--- config.mk ---
export PLATFORM = sky130hd
export DESIGN_NAME = play_command_decoder_flat
export DESIGN_NICKNAME = d
export VERILOG_FILES = /design/src/rtl/pcd_pkg.sv /design/src/rtl/pcd_rx_if.sv /design/src/rtl/pcd_res_if.sv /design/src/rtl/pcd_cfg_if.sv /design/src/rtl/play_command_decoder.sv /design/src/flat_wrapper.sv
export SDC_FILE = /design/constraint.sdc
export NUM_CORES = 1
export LEC_CHECK = 0
export ABC_AREA = 0
export BUFFER_PORTS_ARGS = -buffer_cell sky130_fd_sc_hd__buf_4
export CAP_MARGIN = 20
export CELL_PAD_IN_SITES_DETAIL_PLACEMENT = 1
export CELL_PAD_IN_SITES_GLOBAL_PLACEMENT = 1
export CORE_MARGIN = 4
export CORE_UTILIZATION = 40
export DETAILED_ROUTE_END_ITERATION = 16
export PLACE_DENSITY_LB_ADDON = 0.2
export RECOVER_POWER = 25
export SYNTH_ARGS = -nofsm -noshare
export SYNTH_HDL_FRONTEND = slang
export SYNTH_SLANG_ARGS = --single-unit
--- constraint.sdc ---
create_clock -name clk -period 5.31 [get_ports clk]
set_clock_uncertainty 0.15 [all_clocks]
set_input_delay 0.7965 -clock clk [delete_from_list [all_inputs] [get_ports clk]]
set_output_delay 0.7965 -clock clk [all_outputs]
set_load 0.005 [all_outputs]
--- src/rtl/pcd_pkg.sv ---
// Types and constants shared by the play command decoder and its channels.
// No dependencies.
package pcd_pkg;

  localparam int unsigned BYTE_W     = 8;
  localparam int unsigned POS_W      = 4;
  localparam int unsigned RELAY_W    = 5;
  localparam int unsigned CFG_IDX_W  = 8;

  localparam logic [POS_W-1:0]  CMD_LEN      = 4'd8;
  localparam logic [BYTE_W-1:0] CMD_START    = 8'd98;   // 'b'
  localparam logic [BYTE_W-1:0] DIGIT_BASE   = 8'd48;   // '0'
  localparam logic [BYTE_W-1:0] TEST_BASE    = 8'd49;   // test text runs '1'..'8'
  localparam logic [BYTE_W-1:0] RESTART_BYTE = 8'd57;   // '9'

  localparam logic [BYTE_W-1:0] MAX_VOLUME_RST = 8'd30;
  localparam logic [BYTE_W-1:0] MAX_FOLDER_RST = 8'd99;

  localparam logic [BYTE_W-1:0] TEST_FOLDER = 8'd1;
  localparam logic [BYTE_W-1:0] TEST_FILE   = 8'd1;
  localparam logic [BYTE_W-1:0] TEST_VOLUME = 8'd15;

  localparam logic [CFG_IDX_W-1:0] CFG_MAX_VOLUME = 8'd0;
  localparam logic [CFG_IDX_W-1:0] CFG_MAX_FOLDER = 8'd1;

  typedef enum logic [1:0] {
    OUT_REJECTED = 2'd0,
    OUT_PLAY     = 2'd1,
    OUT_RESTART  = 2'd2
  } outcome_t;

  // Expected byte of the test text at command position idx (0..7).
  function automatic logic [BYTE_W-1:0] test_byte(input logic [2:0] idx);
    return TEST_BASE + {5'b0, idx};
  endfunction

  // acc * 10 + d, mod 256
  function automatic logic [BYTE_W-1:0] times_ten_plus(input logic [BYTE_W-1:0] acc,
                                                       input logic [BYTE_W-1:0] d);
    return (acc << 3) + (acc << 1) + d;
  endfunction

  // One-hot relay drive; speakers without a relay give all zeros.
  function automatic logic [RELAY_W-1:0] one_hot(input logic [BYTE_W-1:0] spk);
    logic [RELAY_W-1:0] mask;
    mask = '0;
    for (int i = 0; i < RELAY_W; i++) begin
      if (spk == BYTE_W'(i)) mask[i] = 1'b1;
    end
    return mask;
  endfunction

endpackage

--- src/rtl/pcd_rx_if.sv ---
// Received byte channel of the play command decoder.
// Depends on pcd_pkg.
interface pcd_rx_if;
  logic                         valid;
  logic                         ready;
  logic [pcd_pkg::BYTE_W-1:0]   rx_byte;

  modport source (output valid, output rx_byte, input ready);
  modport sink   (input valid, input rx_byte, output ready);
endinterface

--- src/rtl/pcd_res_if.sv ---
// Result channel of the play command decoder.
// Depends on pcd_pkg.
interface pcd_res_if;
  logic                          valid;
  logic                          ready;
  pcd_pkg::outcome_t             outcome;
  logic [pcd_pkg::RELAY_W-1:0]   relay_mask;
  logic [pcd_pkg::BYTE_W-1:0]    folder_number;
  logic [pcd_pkg::BYTE_W-1:0]    file_number;
  logic [pcd_pkg::BYTE_W-1:0]    volume_level;

  modport source (output valid, output outcome, output relay_mask, output folder_number,
                  output file_number, output volume_level, input ready);
  modport sink   (input valid, input outcome, input relay_mask, input folder_number,
                  input file_number, input volume_level, output ready);
endinterface

--- src/rtl/pcd_cfg_if.sv ---
// Configuration write channel of the play command decoder.
// Depends on pcd_pkg.
interface pcd_cfg_if;
  logic                           valid;
  logic                           ready;
  logic [pcd_pkg::CFG_IDX_W-1:0]  index;
  logic [pcd_pkg::BYTE_W-1:0]     data;

  modport source (output valid, output index, output data, input ready);
  modport sink   (input valid, input index, input data, output ready);
endinterface

--- src/rtl/play_command_decoder.sv ---
// Play command decoder: parses "b" + 8 digit commands into play/reject/restart results.
// Depends on pcd_pkg, pcd_rx_if, pcd_res_if, pcd_cfg_if.
//
//  channel | dir | payload                                                  | handshake
//  rx      | in  | rx_byte                                                  | valid/ready
//  res     | out | outcome, relay_mask, folder_number, file_number, volume  | valid/ready
//  cfg     | in  | index, data (0 max_volume, 1 max_folder)                 | valid/ready
//
// One byte per cycle unless rx stalls; a command's eighth byte loads its result into the
// output register on the edge that takes it, as parse state updates. rx stalls only while
// a result sits in the output register and res is not ready. cfg is always ready.
// rst (synchronous) clears parse state, relays and res valid and loads the reset limits.
module play_command_decoder #(
  parameter int unsigned SPEAKER_COUNT = 5
) (
  input  logic         clk,
  input  logic         rst,
  pcd_rx_if.sink       rx,
  pcd_res_if.source    res,
  pcd_cfg_if.sink      cfg
);

  localparam int unsigned BW = pcd_pkg::BYTE_W;

  // configuration
  logic [BW-1:0] max_volume;
  logic [BW-1:0] max_folder;

  // parse state
  logic [pcd_pkg::POS_W-1:0]   char_position, char_position_next;
  logic [BW-1:0]               speaker_acc, speaker_acc_next;
  logic [BW-1:0]               folder_acc, folder_acc_next;
  logic [BW-1:0]               file_acc, file_acc_next;
  logic [BW-1:0]               volume_acc, volume_acc_next;
  logic                        test_match, test_match_next;
  logic                        restart_match, restart_match_next;
  logic [pcd_pkg::RELAY_W-1:0] relay_state, relay_state_next;

  // output register
  logic                        res_valid;
  logic                        emit;
  pcd_pkg::outcome_t           outcome, outcome_next;
  logic [pcd_pkg::RELAY_W-1:0] relay_mask, relay_mask_next;
  logic [BW-1:0]               folder_number, folder_number_next;
  logic [BW-1:0]               file_number, file_number_next;
  logic [BW-1:0]               volume_level, volume_level_next;

  logic          rx_take;
  logic          idle;
  logic [BW-1:0] digit;
  logic [2:0]    pos_idx;

  assign rx.ready  = !res_valid || res.ready;
  assign rx_take   = rx.valid && rx.ready;
  assign cfg.ready = 1'b1;

  assign idle    = (char_position == '0) || (char_position > pcd_pkg::CMD_LEN);
  assign digit   = rx.rx_byte - pcd_pkg::DIGIT_BASE;
  assign pos_idx = 3'(char_position - 4'd1);

  always_comb begin
    char_position_next = char_position;
    speaker_acc_next   = speaker_acc;
    folder_acc_next    = folder_acc;
    file_acc_next      = file_acc;
    volume_acc_next    = volume_acc;
    test_match_next    = test_match;
    restart_match_next = restart_match;
    relay_state_next   = relay_state;
    emit               = 1'b0;
    outcome_next       = pcd_pkg::OUT_REJECTED;
    relay_mask_next    = relay_state;
    folder_number_next = '0;
    file_number_next   = '0;
    volume_level_next  = '0;

    if (rx_take) begin
      if (idle) begin
        char_position_next = '0;
        if (rx.rx_byte == pcd_pkg::CMD_START) begin
          char_position_next = 4'd1;
          speaker_acc_next   = '0;
          folder_acc_next    = '0;
          file_acc_next      = '0;
          volume_acc_next    = '0;
          test_match_next    = 1'b1;
          restart_match_next = 1'b1;
        end
      end else begin
        test_match_next    = test_match &&
                             (rx.rx_byte == pcd_pkg::test_byte(pos_idx));
        restart_match_next = restart_match && (rx.rx_byte == pcd_pkg::RESTART_BYTE);

        // 1: speaker, 2-3: folder, 4-6: file, 7-8: volume
        priority if (char_position == 4'd1) begin
          speaker_acc_next = digit;
        end else if (char_position <= 4'd3) begin
          folder_acc_next = pcd_pkg::times_ten_plus(folder_acc, digit);
        end else if (char_position <= 4'd6) begin
          file_acc_next = pcd_pkg::times_ten_plus(file_acc, digit);
        end else begin
          volume_acc_next = pcd_pkg::times_ten_plus(volume_acc, digit);
        end

        if (char_position < pcd_pkg::CMD_LEN) begin
          char_position_next = char_position + 4'd1;
        end else begin
          char_position_next = '0;
          emit               = 1'b1;
          priority if (test_match_next) begin
            relay_state_next   = pcd_pkg::one_hot('0);
            outcome_next       = pcd_pkg::OUT_PLAY;
            relay_mask_next    = relay_state_next;
            folder_number_next = pcd_pkg::TEST_FOLDER;
            file_number_next   = pcd_pkg::TEST_FILE;
            volume_level_next  = pcd_pkg::TEST_VOLUME;
          end else if (restart_match_next) begin
            speaker_acc_next   = '0;
            folder_acc_next    = '0;
            file_acc_next      = '0;
            volume_acc_next    = '0;
            test_match_next    = 1'b1;
            restart_match_next = 1'b1;
            relay_state_next   = '0;
            outcome_next       = pcd_pkg::OUT_RESTART;
            relay_mask_next    = '0;
          end else if ((speaker_acc_next < BW'(SPEAKER_COUNT)) &&
                       (folder_acc_next <= max_folder) &&
                       (volume_acc_next <= max_volume)) begin
            relay_state_next   = pcd_pkg::one_hot(speaker_acc_next);
            outcome_next       = pcd_pkg::OUT_PLAY;
            relay_mask_next    = relay_state_next;
            folder_number_next = folder_acc_next;
            file_number_next   = file_acc_next;
            volume_level_next  = volume_acc_next;
          end else begin
            outcome_next     = pcd_pkg::OUT_REJECTED;
            relay_mask_next  = relay_state;
            file_number_next = file_acc_next;
          end
        end
      end
    end
  end

  always_ff @(posedge clk) begin
    if (rst) begin
      max_volume    <= pcd_pkg::MAX_VOLUME_RST;
      max_folder    <= pcd_pkg::MAX_FOLDER_RST;
      char_position <= '0;
      speaker_acc   <= '0;
      folder_acc    <= '0;
      file_acc      <= '0;
      volume_acc    <= '0;
      test_match    <= 1'b1;
      restart_match <= 1'b1;
      relay_state   <= '0;
      res_valid     <= 1'b0;
    end else begin
      if (cfg.valid) begin
        if (cfg.index == pcd_pkg::CFG_MAX_VOLUME) max_volume <= cfg.data;
        if (cfg.index == pcd_pkg::CFG_MAX_FOLDER) max_folder <= cfg.data;
      end
      char_position <= char_position_next;
      speaker_acc   <= speaker_acc_next;
      folder_acc    <= folder_acc_next;
      file_acc      <= file_acc_next;
      volume_acc    <= volume_acc_next;
      test_match    <= test_match_next;
      restart_match <= restart_match_next;
      relay_state   <= relay_state_next;
      if (emit) begin
        res_valid <= 1'b1;
      end else if (res.ready) begin
        res_valid <= 1'b0;
      end
    end
  end

  // result payload, loaded only when a new item is produced
  always_ff @(posedge clk) begin
    if (emit) begin
      outcome       <= outcome_next;
      relay_mask    <= relay_mask_next;
      folder_number <= folder_number_next;
      file_number   <= file_number_next;
      volume_level  <= volume_level_next;
    end
  end

  assign res.valid         = res_valid;
  assign res.outcome       = outcome;
  assign res.relay_mask    = relay_mask;
  assign res.folder_number = folder_number;
  assign res.file_number   = file_number;
  assign res.volume_level  = volume_level;

endmodule

--- src/flat_wrapper.sv ---
// flat-port wrapper written by rule: the top's interface ports become plain ports
module play_command_decoder_flat 
#(
  parameter int unsigned SPEAKER_COUNT = 5
)
  (clk, rst, rx_valid, rx_rx_byte, rx_ready, res_valid, res_outcome, res_relay_mask, res_folder_number, res_file_number, res_volume_level, res_ready, cfg_valid, cfg_index, cfg_data, cfg_ready);
  pcd_rx_if rx_i ();
  pcd_res_if res_i ();
  pcd_cfg_if cfg_i ();
  input  logic clk;
  input  logic rst;
  input wire logic [$bits(rx_i.valid)-1:0] rx_valid;
  input wire logic [$bits(rx_i.rx_byte)-1:0] rx_rx_byte;
  output wire logic [$bits(rx_i.ready)-1:0] rx_ready;
  output wire logic [$bits(res_i.valid)-1:0] res_valid;
  output wire logic [$bits(res_i.outcome)-1:0] res_outcome;
  output wire logic [$bits(res_i.relay_mask)-1:0] res_relay_mask;
  output wire logic [$bits(res_i.folder_number)-1:0] res_folder_number;
  output wire logic [$bits(res_i.file_number)-1:0] res_file_number;
  output wire logic [$bits(res_i.volume_level)-1:0] res_volume_level;
  input wire logic [$bits(res_i.ready)-1:0] res_ready;
  input wire logic [$bits(cfg_i.valid)-1:0] cfg_valid;
  input wire logic [$bits(cfg_i.index)-1:0] cfg_index;
  input wire logic [$bits(cfg_i.data)-1:0] cfg_data;
  output wire logic [$bits(cfg_i.ready)-1:0] cfg_ready;
  assign rx_i.valid = rx_valid;
  assign rx_i.rx_byte = rx_rx_byte;
  assign rx_ready = rx_i.ready;
  assign res_valid = res_i.valid;
  assign res_outcome = res_i.outcome;
  assign res_relay_mask = res_i.relay_mask;
  assign res_folder_number = res_i.folder_number;
  assign res_file_number = res_i.file_number;
  assign res_volume_level = res_i.volume_level;
  assign res_i.ready = res_ready;
  assign cfg_i.valid = cfg_valid;
  assign cfg_i.index = cfg_index;
  assign cfg_i.data = cfg_data;
  assign cfg_ready = cfg_i.ready;
  play_command_decoder #(.SPEAKER_COUNT(SPEAKER_COUNT)) u_core (.clk(clk), .rst(rst), .rx(rx_i), .res(res_i), .cfg(cfg_i));
endmodule
Word level (Yosys, flattened, before mapping)
Cells that the tools add are included.
- input bits: 29
- output and inout bits: 34
- ROM bits: 0
- memories: 0
- word-level logic and storage cells: 136
- flip-flop bits (word level): 91
- latch bits: 0
- RAM bits: 0
- multiplexer cells: 69
- multiply operators: 0
- bitwise operators: 2
- add/subtract/negate cells: 10
- equality and inequality tests: 10
- $lt $le $gt $ge: 7
- shift-type cells: 0
- divide/modulo/power cells: 0
- reduce and logical (&&, ||, !) cells: 18
- operator list (kind ; count):
    $mux 8 ; 32
    $add 8x8->8 ; 6
    $mux 5 ; 6
    $mux 1 ; 25
    $mux 4 ; 5
    $eq 8x1->1 const B ; 2
    $eq 8x2->1 const B ; 2
    $le 8x8->1 ; 2
    $logic_not 8->1 ; 2
    $eq 8x3->1 const B ; 1
    $eq 8x6->1 const B ; 1
    $eq 8x7->1 const B ; 1
    $eq 8x8->1 ; 1
    $lt 8x3->1 const B ; 1
    $sub 8x6->8 const B ; 1
    $add 6x3->7 const A ; 1
    $reduce_and 2->1 ; 3
    $reduce_or 6->1 ; 1
    $logic_and 1x1->1 ; 5
    $add 4x1->4 const B ; 1
    $eq 4x1->1 const B ; 1
    $gt 4x4->1 const B ; 1
    $le 4x2->1 const B ; 1
    $le 4x3->1 const B ; 1
    other kinds (11) ; 13

Depth between registers and ports, before layout
- word-level depth: 15
- depth in mapped cells: 19
- mapped depth without buffers: 18

Least setup slack after synthesis
No wires, ideal clock.
- path kind: input to register
- start: input port rx_rx_byte[4]
- end: register u_core.relay_mask, in the netlist u_core.res.relay_mask[3], data pin
- arrival: 4.333 ns
- path slack: 0.564 ns
- stages on the path: 19
- path buffers: 1
- library setup time: 0.263 ns
- data required time: 4.897 ns
- cells stage by stage: inv_1 -> ha_1 -> fa_1 -> inv_1 -> ha_1 -> o21ai_0 -> o21ai_0 -> a21oi_1 -> xnor2_1 -> nor2_1 -> nor2_1 -> ha_1 -> a21oi_1 -> o21ai_0 -> a22o_1 -> or3b_1 -> clkbuf_1 -> o21a_1 -> o2bb2ai_1
- longest elaborated chain between the ends: 15
- elaborated cells between the ends (all ways): 32
- those cells by class: 3 x add/sub; 3 x order compare; 3 x eq/ne; 19 x mux; 4 x reduce/logical
- RTL lines (item ; line ; source):
    from (decl) ; flat_wrapper.sv:13 ; input wire logic [$bits(rx_i.rx_byte)-1:0] rx_rx_byte;
    $sub 8x6->8 ; play_command_decoder.sv:58 ; assign digit = rx.rx_byte - pcd_pkg::DIGIT_BASE;
    $add 8x8->8 ; pcd_pkg.sv:40 ; return (acc << 3) + (acc << 1) + d;
    $mux 8, on equally long branches ; play_command_decoder.sv:99, play_command_decoder.sv:97 ;
    $mux 8, on equally long branches ; play_command_decoder.sv:97, play_command_decoder.sv:95 ;
    $mux 8, on equally long branches ; play_command_decoder.sv:95, play_command_decoder.sv:78 ;
    $mux 8, on equally long branches ; play_command_decoder.sv:78, play_command_decoder.sv:77 ;
    $mux 8 / $le 8x8->1 (equally long branches) ; play_command_decoder.sv:77, play_command_decoder.sv:128 ;
    $le 8x8->1 / $logic_and 1x1->1 (equally long branches) ; play_command_decoder.sv:129, play_command_decoder.sv:127 ;
    $logic_and 1x1->1 ; play_command_decoder.sv:128 ; (folder_acc_next <= max_folder) &&
    $mux 5 ; - ;
    $mux 5 ; play_command_decoder.sv:117 ; end else if (restart_match_next) begin
    $mux 5 (*) ; play_command_decoder.sv:110 ; priority if (test_match_next) begin
    $mux 5 (*) ; play_command_decoder.sv:105 ; if (char_position < pcd_pkg::CMD_LEN) begin
    $mux 5 (*) ; play_command_decoder.sv:78 ; if (idle) begin
    $mux 5 (*) ; play_command_decoder.sv:77 ; if (rx_take) begin
    net u_core.relay_mask_next, one bit ; play_command_decoder.sv:43 ; logic [pcd_pkg::RELAY_W-1:0] relay_mask, relay_mask_next;
    to (signal assigned) ; play_command_decoder.sv:184 ; relay_mask <= relay_mask_next;
    to (decl) ; play_command_decoder.sv:43 ;
Mark *: on every way through the listed nets, which the timed path passes. The rest lies on a longest branch. The select of a mux whose other input is x is not followed.
A chain may end at the register's enable or synchronous reset.

Worst setup path after layout
- start: input port rx_rx_byte[4]
- end: register u_core.relay_mask, in the netlist u_core.res.relay_mask[2], data pin
Same word-level chain as after synthesis.

==> implementation parameters <==
Parameter                              Value

Outcome
  Result of the run ... completed

Critical path
  Slack of the worst reg-to-reg path ... roughly 0.62 ns
  Worst Setup End Kind ... flip-flop
  Worst reg2reg path endpoint ... u_core.res.relay_mask[2]$_DFFE_PP_
  Startpoint of the most critical register-to-register path ... u_core.folder_acc[0]$_SDFFE_PP0P_
  Maximum fanout count along the critical path ... 8
  Largest incremental delay on the critical path ... ~0.56 ns
  Signal arrival time at the worst endpoint ... a little under 5 ns
  Data required time of the worst path ... ~5.3 ns
  Number of cells traversed by the worst register-to-register path ... 17
  Startpoint type of the worst setup path ... input pin
  Crit Path Category ... input pin to flip-flop
  Cell breakdown of the critical path ... buf_4, inv_1, ha_1, fa_1, inv_1, ha_1, o21ai_0, o21ai_0, a21oi_1, xnor2_1, nor2_2, nor2_1, ha_1, a21oi_1, o21ai_0, a22o_1, or3b_1, o21a_1, o2bb2ai_1
  Slowest cell on the critical path ... sky130_fd_sc_hd__fa_1
  Critical path launch point ... rx_rx_byte[4]

Die
  I/O pin count ... between 60 and 70
  Width of the die ... roughly 130 um
  Number of rows in the core area ... between 40 and 50
  Core area ... about 14000 um2
  Area of the die ... 16300 um2
  Initial Utilization ... slightly above 40%
  Vertical die dimension ... 128 um

Synthesis
  Synthesized area per cell ... 9.18 um2
  Number of synthesized flops with an enable pin ... 31
  Cells after synthesis ... just over 600
  Dominant register cell in the synthesized netlist ... sky130_fd_sc_hd__dfxtp_1
  Main area contributors after synthesis ... sky130_fd_sc_hd__dfxtp_1 (21%), sky130_fd_sc_hd__edfxtp_1 (16%), sky130_fd_sc_hd__ha_1 (9.6%)
  Cell types with the highest counts after synthesis ... sky130_fd_sc_hd__inv_1 (70), sky130_fd_sc_hd__nor2_1 (70), sky130_fd_sc_hd__dfxtp_1 (60)
  Synth cell types ... 68
  Post-Syn Area ... 5720 um2
  Warnings, synthesis ... 0
  Post-synth net total ... approximately 700
  Async set or reset register ratio after synthesis ... 0%
  Share of the synthesized area in the top cell type ... between 20% and 30%
  Synthesized flop and latch total ... 91
  Portion of the post-synthesis area used by sequential elements ... roughly 37%
  Most area-hungry cell type in the Yosys netlist ... sky130_fd_sc_hd__dfxtp_1

Pwr
  Peak ir drop on the vdd network ... 138 uV
  Switching power ... 354 uW
  Internal ... about 1200 uW
  Relative contribution of combinational cells to total power ... about 8.8%
  Sequential cell fraction of total power ... between 40 and 50%
  Static Leak ... 0.00279 uW
  Pwr per Cell Area ... 229 nW/um2
  Clock network fraction of total power ... 44.6%
  Net switching share of the total power ... a little under a quarter

Layout
  Utilization of the core after routing ... around half
  Area of the multi-input gates ... roughly 3200 um2
  Area taken by flip-flops and latches ... between 2000 and 2500 um2
  Number of cells in the finished layout apart from fillers ... between 800 and 900
  Layout fillers ... between 1500 and 2000
  Layout cell share with drive strength beyond 1 ... between 15 and 20%
  Number of antenna repair diodes ... 0
  Area growth syn-to-layout ... 17.2%
  Final nets ... a little under 800

GRT
  Overall fraction of global-route tracks in use ... between 20% and 30%
  Vias in the first global route ... 4983
  Wire length of the first global-routing pass ... around 27000 um
  Pin count of the biggest net entering global routing ... 59
  Congestion Overflow GR ... 0
  Initial antenna violation count ... 0

Detailed routing
  Average detailed-routed wire length per instance ... approximately 19 um
  Number of design-rule violations left by the first detailed-router iteration ... 281
  Post-DR vias/cell ... about 5.5
  Total number of vias ... between 4000 and 5000
  DRC violation count after routing ... 0
  Routed WL ... between 15000 and 20000 um
  DRT Pass-1 Iters ... 4
  Post-route antenna net violation count ... 0

Place
  Port Buffer Count ... ~60
  Half-perimeter wire length after detailed placement ... ~12000 um
  Final Wtd Congestion ... approximately 0.90
  Total instance count after detailed placement ... 853

STA
  Min Clock Period, post-route ... 4.99 ns
  Final clock period utilization by the worst path ... between 90 and 100%
  Final Hold Fails ... 0
  Slew Limit Fails ... 0
  Worst Hold Slack ... approximately 0.33 ns
  Worst-case headroom to the max-slew limit ... ~37%
  Setup violations, final ... 0
  Unrepaired setup endpoints after global routing ... no
  Highest Clock Rate ... 201 MHz
  Worst-Margin Slew ... around 0.94 ns

Flow run
  Reported max-cap violation count ... 0

Clock network
  Clock transition at path regs ... around 0.060 ns
  Clock tree from TritonCTS ... yes
  CTS Hold Buffers Added ... 0
  Postcts setup bufs ... 0
  Number of clock sinks seen by CTS ... just over 90
  Number of buffers created by CTS ... 9
  Root buffer cell ... sky130_fd_sc_hd__clkbuf_16
  Insertion delay of the later-clocked pin in the worst-skew pair ... 0.35 ns
  Bufs on Longest Clock Path ... 2
  Maximum level of the CTS H-tree ... 3

Min path
  Startpoint of the tightest hold check path ... u_core.test_match$_SDFFE_PP1P_
  Hold Path Cell Cnt ... 2
  Class of the most critical hold timing path ... flip-flop to flip-flop
  End of the worst hold path ... u_core.test_match$_SDFFE_PP1P_
[layout make-up]
class	instances	area share, %
flip-flops and latches	91	31.8
repair buffers	79	8.68
clock buffers	12	3.53
multi-input cells	431	47.6
inverters	72	4.03
well taps	180	3.36
clock inverters	3	0.971
[flip-flops by register name, indices dropped and copies added (netlist names)]
register                  cells
u_core.file_acc               8
u_core.res.relay_mask         5
u_core.res.file_number        8
u_core.max_folder             8
u_core.restart_match          1
u_core.res.valid              1
u_core.char_position          4
u_core.test_match             1
u_core.folder_acc             8
u_core.res.outcome            2
u_core.relay_state            5
u_core.res.volume_level       8
u_core.speaker_acc            8
u_core.volume_acc             8
u_core.res.folder_number      8
u_core.max_volume             8
[critical path: cells and delay by family]
| kind | cells | cell delay, ns |
|---|---|---|
| xor+xnor | 1 | 0.14 |
| fa+ha+maj | 4 | 1.57 |
| simple gates | 3 | 0.70 |
| buf+inv | 3 | 0.31 |
| compound gates | 8 | 1.40 |
[layer usage]
metal / track usage [%] / wire length (um) / vias up
li1: - / - / 2289
met1: 28.2 / 7770 / 2345
met2: 34.2 / 7830 / 95
met3: 2.38 / 565 / 19
met4: 7.93 / 371 / 0
met5: 0 / 0 / -
[cells in the final DEF (no fill, tap or decap), types with 5 or more instances in the layout]
master	count
sky130_fd_sc_hd__a211oi_1	7
sky130_fd_sc_hd__mux2i_1	16
sky130_fd_sc_hd__nand2b_1	8
sky130_fd_sc_hd__o211ai_1	10
sky130_fd_sc_hd__nor2_1	68
sky130_fd_sc_hd__nand2_1	35
sky130_fd_sc_hd__mux2_2	5
sky130_fd_sc_hd__inv_1	70
sky130_fd_sc_hd__fa_1	15
sky130_fd_sc_hd__or3_1	5
sky130_fd_sc_hd__clkbuf_1	6
sky130_fd_sc_hd__nor3_1	10
sky130_fd_sc_hd__clkbuf_4	31
sky130_fd_sc_hd__clkbuf_16	9
sky130_fd_sc_hd__dfxtp_1	60
sky130_fd_sc_hd__o31ai_1	6
sky130_fd_sc_hd__a31oi_1	5
sky130_fd_sc_hd__nor2b_1	19
sky130_fd_sc_hd__a22oi_1	23
sky130_fd_sc_hd__xnor2_1	18
sky130_fd_sc_hd__xor2_1	5
sky130_fd_sc_hd__o21ai_0	18
sky130_fd_sc_hd__a21oi_1	33
sky130_fd_sc_hd__buf_4	45
sky130_fd_sc_hd__edfxtp_1	31
sky130_fd_sc_hd__ha_1	44
[cells by family after synthesis]
logic type	count (synthesis)	synth area share, %
simple gates	190	17.3
compound gates	137	16.1
other cells	1	0.0656
flops	91	37.3
fa+ha+maj	59	14.9
mux	21	3.78
buf+inv	101	7.04
xor+xnor	23	3.52
[power groups by stage]
stage / clock network, uW / logic [uW] / registers (uW)
after floorplan: 0 / 74.4 / 731
after global placement: 0 / 127 / 731
after detailed placement: 0 / 133 / 731
after CTS: 693 / 135 / 715
after global routing: 719 / 148 / 715
final: 685 / 135 / 715
[metrics by stage]
step / power [uW] / TNS (ns) / setup WS, ns / cell area [um2]
2_1_floorplan: 805 / 0 / 0.564 / 5720
3_5_place_dp: 864 / -0.0568 / -0.0327 / 6400
5_1_grt: 1580 / 0 / 0.0136 / 6700
6_report: 1540 / 0 / 0.323 / 6700
3_3_place_gp: 858 / 0 / 0.134 / 6400
4_1_cts: 1540 / 0 / 0.274 / 6710
[worst max path at each step]
stage          cells past startpoint  slack [ns]                                  to
6_report                          19        0.32  u_core.res.relay_mask[2]$_DFFE_PP_
5_1_grt                           20        0.01    u_core.relay_state[4]$_SDFF_PP0_
4_1_cts                           19        0.27  u_core.res.relay_mask[2]$_DFFE_PP_
3_5_place_dp                      19       -0.03  u_core.res.relay_mask[2]$_DFFE_PP_
3_3_place_gp                      19        0.13  u_core.res.relay_mask[3]$_DFFE_PP_
2_1_floorplan                     19        0.56  u_core.res.relay_mask[3]$_DFFE_PP_
[what timing repair did]
item / 4_1_cts / 5_1_grt
hold endpoints to repair: 0 / 0
gates resized for setup: 0 / 2
setup endpoints to repair: 0 / 6
Note: power is estimated with default switching activity, not from simulation.
